### src/design/pdq_pkg.sv
// ----------------------------------------------------------------------------
// pdq_pkg
// Shared types and constants for the point dequantizer.
// ----------------------------------------------------------------------------
package pdq_pkg;

  localparam int unsigned CoordW = 16;
  localparam int unsigned MagW   = 16;
  localparam int unsigned ProdW  = 40;
  localparam int unsigned FloatW = 32;
  localparam int unsigned ColW   = 24;

  // Mantissa of 0.1f (0x3DCCCCCD) with the hidden bit.
  localparam logic [23:0] ScaleMant = 24'hCCCCCD;
  // Product is prod * 2^-27; exponent field = msb index + 127 - 27.
  localparam logic [7:0]  ExpAdj    = 8'd100;

  typedef struct packed {
    logic signed [CoordW-1:0] coord_x;
    logic signed [CoordW-1:0] coord_y;
    logic signed [CoordW-1:0] coord_z;
    logic [15:0]              colour_packed;
  } point_in_t;

  typedef struct packed {
    logic [FloatW-1:0] x_float;
    logic [FloatW-1:0] y_float;
    logic [FloatW-1:0] z_float;
    logic [ColW-1:0]   colour_word;
  } point_out_t;

  function automatic logic [ColW-1:0] expand_colour(input logic [15:0] w);
    logic [7:0] r;
    logic [7:0] g;
    logic [7:0] b;
    r = {w[15:10], 2'b00};
    g = {w[9:4], 2'b00};
    b = {w[3:0], 4'b0000};
    return {r, g, b};
  endfunction

endpackage

### src/design/pdq_scale.sv
// ----------------------------------------------------------------------------
// pdq_scale
// Three-stage int16 to float32 conversion times 0.1f, round to nearest even.
// Stage 1: magnitude and sign. Stage 2: multiply. Stage 3: normalize, round.
// ----------------------------------------------------------------------------
module pdq_scale (
  input  logic                          clk,
  input  logic                          en,
  input  logic [pdq_pkg::CoordW-1:0]    coord,
  output logic [pdq_pkg::FloatW-1:0]    result
);
  import pdq_pkg::*;

  logic [MagW:0]    mag;
  logic             sgn1;
  logic             zero1;
  logic [ProdW-1:0] prod;
  logic             sgn2;
  logic             zero2;
  logic [5:0]       msb;
  logic [ProdW-1:0] norm;
  logic [23:0]      mant;
  logic             rbit;
  logic             sticky;
  logic [24:0]      rnd;
  logic [7:0]       expo;
  logic [FloatW-1:0] result_next;

  // Stage 1: take magnitude; even -32768 gives a magnitude that fits in 16 bits.
  always_ff @(posedge clk) begin
    if (en) begin
      mag   <= coord[CoordW-1] ? (17'h10000 - {1'b0, coord}) : {1'b0, coord};
      sgn1  <= coord[CoordW-1];
      zero1 <= (coord == '0);
    end
  end

  // Stage 2: 17 x 24 multiply.
  always_ff @(posedge clk) begin
    if (en) begin
      prod  <= ProdW'({23'd0, mag} * {16'd0, ScaleMant});
      sgn2  <= sgn1;
      zero2 <= zero1;
    end
  end

  // Stage 3: a nonzero product is at least 2^23, so the msb lies in 23..38.
  always_comb begin
    msb = 6'd23;
    for (int i = 24; i < ProdW; i++) begin
      if (prod[i]) msb = 6'(i);
    end
    norm   = prod << (6'(ProdW - 1) - msb);
    mant   = norm[ProdW-1 -: 24];
    rbit   = norm[ProdW-25];
    sticky = |norm[ProdW-26:0];
    rnd    = {1'b0, mant} + 25'(rbit & (sticky | mant[0]));
    expo   = 8'(msb) + ExpAdj;
    if (rnd[24]) begin
      expo = expo + 8'd1;
      rnd  = rnd >> 1;
    end
    result_next = zero2 ? '0 : {sgn2, expo, rnd[22:0]};
  end

  always_ff @(posedge clk) begin
    if (en) result <= result_next;
  end
endmodule

### config.mk
export PLATFORM = sky130hd
export DESIGN_NAME = pdq_scale
export DESIGN_NICKNAME = d
export VERILOG_FILES = /design/src/design/pdq_pkg.sv /design/src/design/pdq_scale.sv
export SDC_FILE = /design/constraint.sdc
export NUM_CORES = 1
export LEC_CHECK = 0
export ABC_AREA = 1
export ABC_CLOCK_PERIOD_IN_PS = 14000
export BUFFER_PORTS_ARGS = -buffer_cell sky130_fd_sc_hd__buf_2
export CORE_ASPECT_RATIO = 1.75
export CORE_MARGIN = 2
export CORE_UTILIZATION = 25
export DETAILED_ROUTE_END_ITERATION = 10
export MAX_ROUTING_LAYER = met4
export PLACE_DENSITY = 0.42
export SETUP_SLACK_MARGIN = 0.02
export SLEW_MARGIN = 20
export SYNTH_ARGS = -nofsm -noshare
export SYNTH_HDL_FRONTEND = slang
export SYNTH_SLANG_ARGS = --single-unit
### constraint.sdc
create_clock -name clk -period 14 [get_ports clk]
set_input_delay 1.4 -clock clk [delete_from_list [all_inputs] [get_ports clk]]
set_output_delay 1.4 -clock clk [all_outputs]
set_load 0.02 [all_outputs]
==> results.toml, run 1 <==
[final_layout]
syn2layout_area_growth_pct = 9.75
mostFrequentLayoutCells = "323 x nand2_1, 264 x nand3_1, 255 x inv_1"
nFillCells = 5459
antennaDiodeCount = 0
nNetsFinal = 1845
drive_above_1_share_pct = 8.55
mostFrequentLayoutCell = "nand2_1"

[clock_network]
post_cts_buffers = 0
clkSlewWorstSetupHoldPaths_ns = 0.08
cts_resized = 0
cts_buffer_depth = 2
clock_sinks = 93
clk_latency_ns = 0.37
numCtsBuffers = 9
cts_tree = "done"
cts.htree.levels = 3
cts_root_buf = "clkbuf_16"
cts_hold_buf = 0

[yosys]
ys_async_sr_fraction_pct = 0
yosysUniqueCellTypes = 48
synth_flop_cell = "edfxtp_1"
syn_area_per_cell_um2 = 7.85
ys.warnings.count = 0
yosysTopAreaCellShare_pct = 22.6
synth_seq_area_share_pct = 22.6
synth_area_um2 = 12400
ys_top_cells_by_area = "edfxtp_1 23%, fa_1 14%, ha_1 14%, nand3_1 11%, nand2_1 9.8%"
synth_edf_count = 93
synthCells = 1576
synthesis.nets = 1823
yosysTopAreaCell = "edfxtp_1"
synth_seq_cells = 93

[worst_hold_path]
holdCritPathClass = "reg2reg"
hold-path-cell-count = 0

[setup_path]
crit_family = "adder cells"
startpoint_type = "flop"
cp.required_ns = 14.11
cpMostUsedCell = "fa_1"
timing.critical_path.buf_inv = 4
r2r_slack_ns = 7.24
cp_max_fo = 5
crit_type = "reg2reg"
critPathMaxStageDelay_ns = 0.58
path_depth = 24
critPathSlowestCell = "fa_1"
end_kind = "flop"
critPathArrivalTime_ns = 6.87
r2r_cells = 24
crit_chain = "ha_1 > fa_1 > inv_1 > fa_1 > fa_1 > inv_1 > fa_1 > fa_1 > ha_1 > nand2_1 > nor2_1 > nand2_1 > o211ai_1 > a31oi_1 > o21ai_0 > a21oi_1 > inv_1 > a21oi_1 > inv_1 > a21oi_1 > o21ai_0 > a31oi_1 > o21ai_0 > xor2_1"

[routing]
wl_per_cell_um = 16.4
drt_first_iter_violations = 484
met3WireLength_um = 732
routed_wirelength_um = 37000
routed_via_density = 4.51
dr_wl_met2_um = 21600
top_layer_used = "met4"
via_count = 10200
dr.pass1.iters = 5
wl_met1_um = 12500
ant_nets = 0
drc = 0

[placed_design]
post-place-ws_ns = 7.25
globalplace.congestion = 0.924
port_buffers = 49
post-dp-hpwl_um = 32300

[floorplan]
core_area_um2 = 48700
initial_core_util_pct = 25.4
io_pins = 50
die_w_um = 172
die-area_um2 = 51300
fp.dieH_um = 298
rows = 107

[global_route]
gr-total-overflow = 0
grtUsageTotal_pct = 15.5
antenna_found_initial = 1
grt_pass1_wl_um = 58300
first_global_vias = 10800
grt_max_degree = 55

[timing]
hold_ws_ns = 0.440
period_share_pct = 48.3
fmax_ghz = 0.148
tightest_slew_ns = 0.925
fin_crit_ns = 6.76
setup_viol = 0
finalHoldViolations = 0
slew_viol_final = 0
fin_ws_ns = 7.24
skew_ns = 0.00831
rsz0062_at_grt = "false"
slew_headroom_pct = 38.1
fin_setup_tns_ns = 0

[job]
drv_cap = 0

[run_status]
status = "completed"
final timing paths:
kind,end,from
hold / removal,sgn2,sgn1
setup / recovery,prod[32],mag[2]
setup reg to reg,prod[32],mag[2]
hold reg to reg,sgn2,sgn1
synth_stat cells, types with 2 or more instances:
cell,instances
nor2_8,3
o21bai_1,2
nor3b_1,2
buf_6,3
nand3_1,264
xnor2_1,25
nand3b_1,2
a31oi_1,10
a21oi_1,73
buf_4,2
ha_1,140
nor2_4,10
o211ai_1,2
nor4_1,4
inv_1,255
edfxtp_1,93
a211oi_1,2
nand2_4,3
nand4_1,29
nand4_4,2
nand3_2,8
xor2_1,41
inv_2,16
o21ai_0,19
buf_2,13
buf_1,5
or2_2,2
nor3_2,2
nand2_2,11
nor2_2,4
fa_1,89
clkbuf_1,23
nor3_1,9
nor2_1,72
nand2_1,323
layer usage:
metal,vias to the layer above,global-route usage [%]
li1,5208,-
met1,4740,13.6
met2,164,31.3
met3,71,1.39
met4,0,8.16
met5,-,-
registers in the layout, summed over array words and instances, names as in the netlist:
signal / cells
sgn2: 1
sgn1: 1
result: 32
prod: 40
zero2: 1
mag: 17
zero1: 1
kinds of logic after synthesis:
kind of cell	Yosys count	share of synthesized area, %
buffers and inverters	318	10.0
flip-flops	93	22.6
other	1	0.0303
AO/OA/AOI/OAI	116	5.14
adder cells (fa/ha/maj)	229	28.6
XOR/XNOR	67	4.81
AND/OR/NAND/NOR	752	28.8
final cells by class:
type,count,area (µm²),area share [%]
Tap cell,654,818,6.03
Timing Repair Buffer,57,308,2.27
Sequential cell,93,2790,20.6
Clock buffer,9,225,1.66
Multi-Input combinational cell,1165,8340,61.5
Inverter,272,1020,7.52
Clock inverter,7,65.1,0.479
metrics by stage:
stage	util, %	cells	cell area, µm²
floorplan	-	1576	12400
global placement	27.2	2241	13300
detailed placement	27.2	2241	13300
CTS	27.8	2257	13600
global route	27.8	2257	13600
finish	27.8	2257	13600
Power of run 1 is left out: the tool's default activity adds up to more than one toggle a clock period on the data nets, which glitch-free logic cannot reach.
==> run 2, diff against run 1 <==
--- a/config.mk
+++ b/config.mk
@@ -6,7 +6,7 @@
 export NUM_CORES = 1
 export LEC_CHECK = 0
 export ABC_AREA = 1
-export ABC_CLOCK_PERIOD_IN_PS = 14000
+export ABC_CLOCK_PERIOD_IN_PS = 6600
 export BUFFER_PORTS_ARGS = -buffer_cell sky130_fd_sc_hd__buf_2
 export CORE_ASPECT_RATIO = 1.75
 export CORE_MARGIN = 2
==> constraint.sdc (replaced) <==
create_clock -name clk -period 6.6 [get_ports clk]
set_input_delay 0.66 -clock clk [delete_from_list [all_inputs] [get_ports clk]]
set_output_delay 0.66 -clock clk [all_outputs]
set_load 0.02 [all_outputs]
==> run 2 against run 1 <==
Routed wire length down 0.45%. Critical path type unchanged. Die area unchanged. Register-to-register slack worse by 6.8 ns. Worst hold slack worse by 0.016 ns. Design area up 1.2%. Critical path depth up 2. Non-clock buffer count up 14. Via count about the same. Sequential share of layout area down 0.25 points. Highest routed layer unchanged.
==> results.toml, run 2 (same netlist as run 1, synthesis figures left out) <==
[global_route]
first_global_vias = 10900
grt_max_degree = 57
antenna_found_initial = 1
grtUsageTotal_pct = 15.4
grt_pass1_wl_um = 58200
gr-total-overflow = 0

[timing]
hold_ws_ns = 0.424
tightest_slew_ns = 0.933
fin_crit_ns = 6.16
rsz0062_at_grt = "false"
period_share_pct = 93.4
fmax_ghz = 0.162
fin_setup_tns_ns = 0
finalHoldViolations = 0
fin_ws_ns = 0.438
slew_viol_final = 0
setup_viol = 0
slew_headroom_pct = 37.6
skew_ns = 0.0126

[placed_design]
post-place-ws_ns = 0.246
post-dp-hpwl_um = 32400
placed_cells = 2253
port_buffers = 49
globalplace.congestion = 0.940

[routing]
routed_wirelength_um = 36800
dr.pass1.iters = 5
routed_via_density = 4.48
via_count = 10200
drt_first_iter_violations = 479
wl_per_cell_um = 16.2
drc = 0
ant_nets = 0

[final_layout]
antennaDiodeCount = 0
top_regs = "prod x40, result x32, mag x17"
fin_cells = 2271
mostFrequentLayoutCell = "nand2_1"
largest_reg_flops = 40
nNetsFinal = 1859
drive_above_1_share_pct = 9.46
largest-register = "prod"
mostFrequentLayoutCells = "323 x nand2_1, 264 x nand3_1, 255 x inv_1"
syn2layout_area_growth_pct = 11.1

[floorplan]
initial_core_util_pct = 25.4
io_pins = 50
die_w_um = 172
die-area_um2 = 51300
core_area_um2 = 48700
fp.dieH_um = 298
rows = 107

[setup_path]
cp-startpoint = "mag[7]"
end_kind = "flop"
r2r_start = "mag[7]"
critPathArrivalTime_ns = 6.27
r2r_slack_ns = 0.44
cp_max_fo = 5
startpoint_type = "flop"
crit_type = "reg2reg"
cp.required_ns = 6.71

[clock_network]
cts_root_buf = "clkbuf_16"
clock_sinks = 93
cts_hold_buf = 0
numCtsBuffers = 9
cts_buffer_depth = 2
clk_latency_ns = 0.37
clkSlewWorstSetupHoldPaths_ns = 0.07
cts.htree.levels = 3
cts_tree = "done"

[worst_hold_path]
hold_start = "sgn1"
holdCritPathClass = "reg2reg"

[job]
drv_cap = 0

[run_status]
status = "completed"
[run 2: cell count changes in the layout (fill, tap and decap cells not counted)]
cell,delta
o21ai_0,-2
bufinv_16,+3
a21oi_1,-2
inv_8,-2
a21oi_2,+2
clkinv_4,-2
clkinv_2,+1
buf_4,+14
o21ai_1,+2
[run 2: final timing paths]
path	endpoint	cells past startpoint
setup / recovery	prod[36]	26
hold / removal	sgn2	0
setup reg to reg	prod[36]	26
hold reg to reg	sgn2	0
[run 2: cell type report]
cell class,instances,area (µm²)
clock buffer,9,225
tap,654,818
fill,5434,35000
timing repair buffer,71,413
multi-input combinational,1165,8350
sequential,93,2790
inverter,272,1020
clock inverter,7,120
[run 2: per-layer routing]
metal / track usage [%] / vias to the layer above / routed length, µm / share of wire, %
met5: - / - / 0 / 0
met1: 13.6 / 4713 / 12500 / 34
met4: 8.68 / 0 / 2210 / 6.0
met3: 1.41 / 72 / 694 / 1.9
li1: - / 5233 / - / -
met2: 30.8 / 159 / 21400 / 58
[run 2: what timing repair did]
| action | in CTS | in global routing |
|---|---|---|
| setup buffers | 0 | 2 |
| gates resized for setup | 0 | 4 |
| setup endpoints to repair | 0 | 4 |
[run 2: per-stage QoR]
stage                     area (µm²)  utilization [%]
after CTS                      13700             28.1
after global placement         13400             27.4
final                          13700             28.2
after floorplan                12400                -
after global routing           13700             28.2
after detailed placement       13400             27.4
[run 2: critical path: stages (launching register included)]
cell	delay, ns
edfxtp_1	0.43
ha_1	0.30
inv_1	0.06
fa_1	0.56
inv_1	0.07
fa_1	0.47
fa_1	0.49
inv_1	0.05
fa_1	0.50
fa_1	0.50
ha_1	0.38
nand2_1	0.11
nor2_1	0.07
nand2_1	0.06
o211ai_1	0.10
a31oi_1	0.23
o21ai_1	0.15
a21oi_2	0.22
inv_1	0.08
a21oi_2	0.18
inv_1	0.06
a21oi_1	0.21
buf_4	0.17
inv_1	0.04
a31oi_1	0.16
o21ai_0	0.12
xor2_1	0.16
Power of run 2 is left out for the same reason.
==> run 3, diff against run 2 <==
--- a/config.mk
+++ b/config.mk
@@ -8,9 +8,11 @@
 export ABC_AREA = 1
 export ABC_CLOCK_PERIOD_IN_PS = 6600
 export BUFFER_PORTS_ARGS = -buffer_cell sky130_fd_sc_hd__buf_2
+export CAP_MARGIN = 10
 export CORE_ASPECT_RATIO = 1.75
 export CORE_MARGIN = 2
 export CORE_UTILIZATION = 25
+export CTS_BUF_LIST = sky130_fd_sc_hd__clkbuf_4
 export DETAILED_ROUTE_END_ITERATION = 10
 export MAX_ROUTING_LAYER = met4
 export PLACE_DENSITY = 0.42
==> run 3 against run 2 <==
Routed wire length increased by 0.15%. Die area did not move. Sequential share of layout area up 0.22 points. First-iteration DRC count decreased by 3.8%. Utilization fell by 0.30 points. Maximum frequency is essentially flat. Clock-buffer cell count unchanged. Highest routed layer unchanged. Largest cell class unchanged.
==> results.toml, run 3 (same netlist as run 1, synthesis figures left out) <==
[clock_network]
clkSlewWorstSetupHoldPaths_ns = 0.17
cts_hold_buf = 0
cts_buffer_depth = 2
numCtsBuffers = 9
clk_latency_ns = 0.54
cts_tree = "done"
cts_root_buf = "clkbuf_4"
clock_sinks = 93
cts.htree.levels = 3

[worst_hold_path]
hold_start = "coord[0]"
hold-path-cell-count = 1
holdCritPathClass = "in2reg"
whs_endpoint = "mag[0]"

[routing]
dr.pass1.iters = 5
drt_first_iter_violations = 461
routed_via_density = 4.48
routed_wirelength_um = 36800
via_count = 10200
drc = 0
ant_nets = 0
wl_per_cell_um = 16.2

[setup_path]
startpoint_type = "flop"
critPathArrivalTime_ns = 6.44
critPathSlowestCell = "fa_1"
crit_type = "reg2reg"
critPathMaxStageDelay_ns = 0.53
cp.required_ns = 6.88
cp_max_fo = 4
end_kind = "flop"
r2r-end = "prod[37]"
r2r_start = "mag[5]"
r2r_slack_ns = 0.44
r2r_cells = 28

[final_layout]
fin_cells = 2274
top_regs = "prod x40, result x32, mag x17"
final_area_um2 = 13600
largest-register = "prod"
drive_above_1_share_pct = 9.52
nNetsFinal = 1860
mostFrequentLayoutCell = "nand2_1"
largest_reg_flops = 40
regArea_um2 = 2790
syn2layout_area_growth_pct = 9.93
nFillCells = 5449
multi_input_area_um2 = 8350
mostFrequentLayoutCells = "323 x nand2_1, 264 x nand3_1, 255 x inv_1"

[placed_design]
globalplace.congestion = 0.940
placed_area_um2 = 13400
port_buffers = 49
post-dp-hpwl_um = 32400
placed_cells = 2253

[timing]
tightest_slew_ns = 0.934
period_share_pct = 93.4
slew_headroom_pct = 37.5
setup_viol = 0
fmax_ghz = 0.162
finalHoldViolations = 0
skew_ns = 0.0279
rsz0062_at_grt = "false"
fin_setup_tns_ns = 0
slew_viol_final = 0
fin_crit_ns = 6.16

[floorplan]
rows = 107
die_w_um = 172
core_area_um2 = 48700
io_pins = 50
initial_core_util_pct = 25.4
die-area_um2 = 51300
fp.dieH_um = 298

[global_route]
grt_max_degree = 57
antenna_found_initial = 3
gr-total-overflow = 0
grt_pass1_wl_um = 58300
first_global_vias = 10900
grtUsageTotal_pct = 15.5

[run_status]
status = "completed"

[job]
drv_cap = 0
==> run 3: cell count changes in the layout (fill, tap and decap cells not counted), sizes merged <==
cell | before | now
diode | 0 | 2
buf | 71 | 72
==> run 3: area by class of cell <==
class	instances	share of cell area [%]
Antenna cell	2	0.0368
Clock buffer	9	0.497
Clock inverter	7	0.884
Inverter	272	7.51
Multi-Input combinational cell	1165	61.4
Sequential cell	93	20.5
Tap cell	654	6.02
Timing Repair Buffer	72	3.09
==> run 3: critical path: cells and delay by family (launching register included) <==
kind            cells  cell delay [ns]
compound gates      7             1.46
simple gates        9             0.94
fa+ha+maj           7             2.60
xor+xnor            1             0.15
buf+inv             4             0.26
flops               1             0.49
==> run 3: timing repair <==
action,CTS,global route
endpoints found under the setup margin,0,4
setup buffers,0,3
resized for setup,0,3
==> run 3: metrics by stage <==
stage	utilization [%]	setup WS, ns	hold slack, ns
3_5_place_dp	27.4	0.246	0.405
2_1_floorplan	-	0.613	0.400
6_report	27.9	0.436	0.322
4_1_cts	27.8	0.181	0.249
3_3_place_gp	27.4	0.269	0.405
5_1_grt	27.9	0.0402	0.271
==> run 3: routing by layer <==
layer,up-vias,routed length (µm),track usage [%]
li1,5233,-,-
met1,4715,12400,13.6
met2,174,21400,30.8
met3,72,716,1.37
met4,0,2320,9.18
met5,-,0,-
==> run 3: worst max path at each step <==
stage / from / endpoint / slack (ns) / depth (start not counted)
5_1_grt: mag[7] / prod[32] / 0.04 / 25
4_1_cts: mag[6] / prod[32] / 0.18 / 26
6_report: mag[5] / prod[37] / 0.44 / 28
3_3_place_gp: mag[6] / prod[36] / 0.27 / 27
3_5_place_dp: mag[6] / prod[32] / 0.25 / 26
2_1_floorplan: mag[6] / prod[32] / 0.61 / 26
Power of run 3 is left out for the same reason.
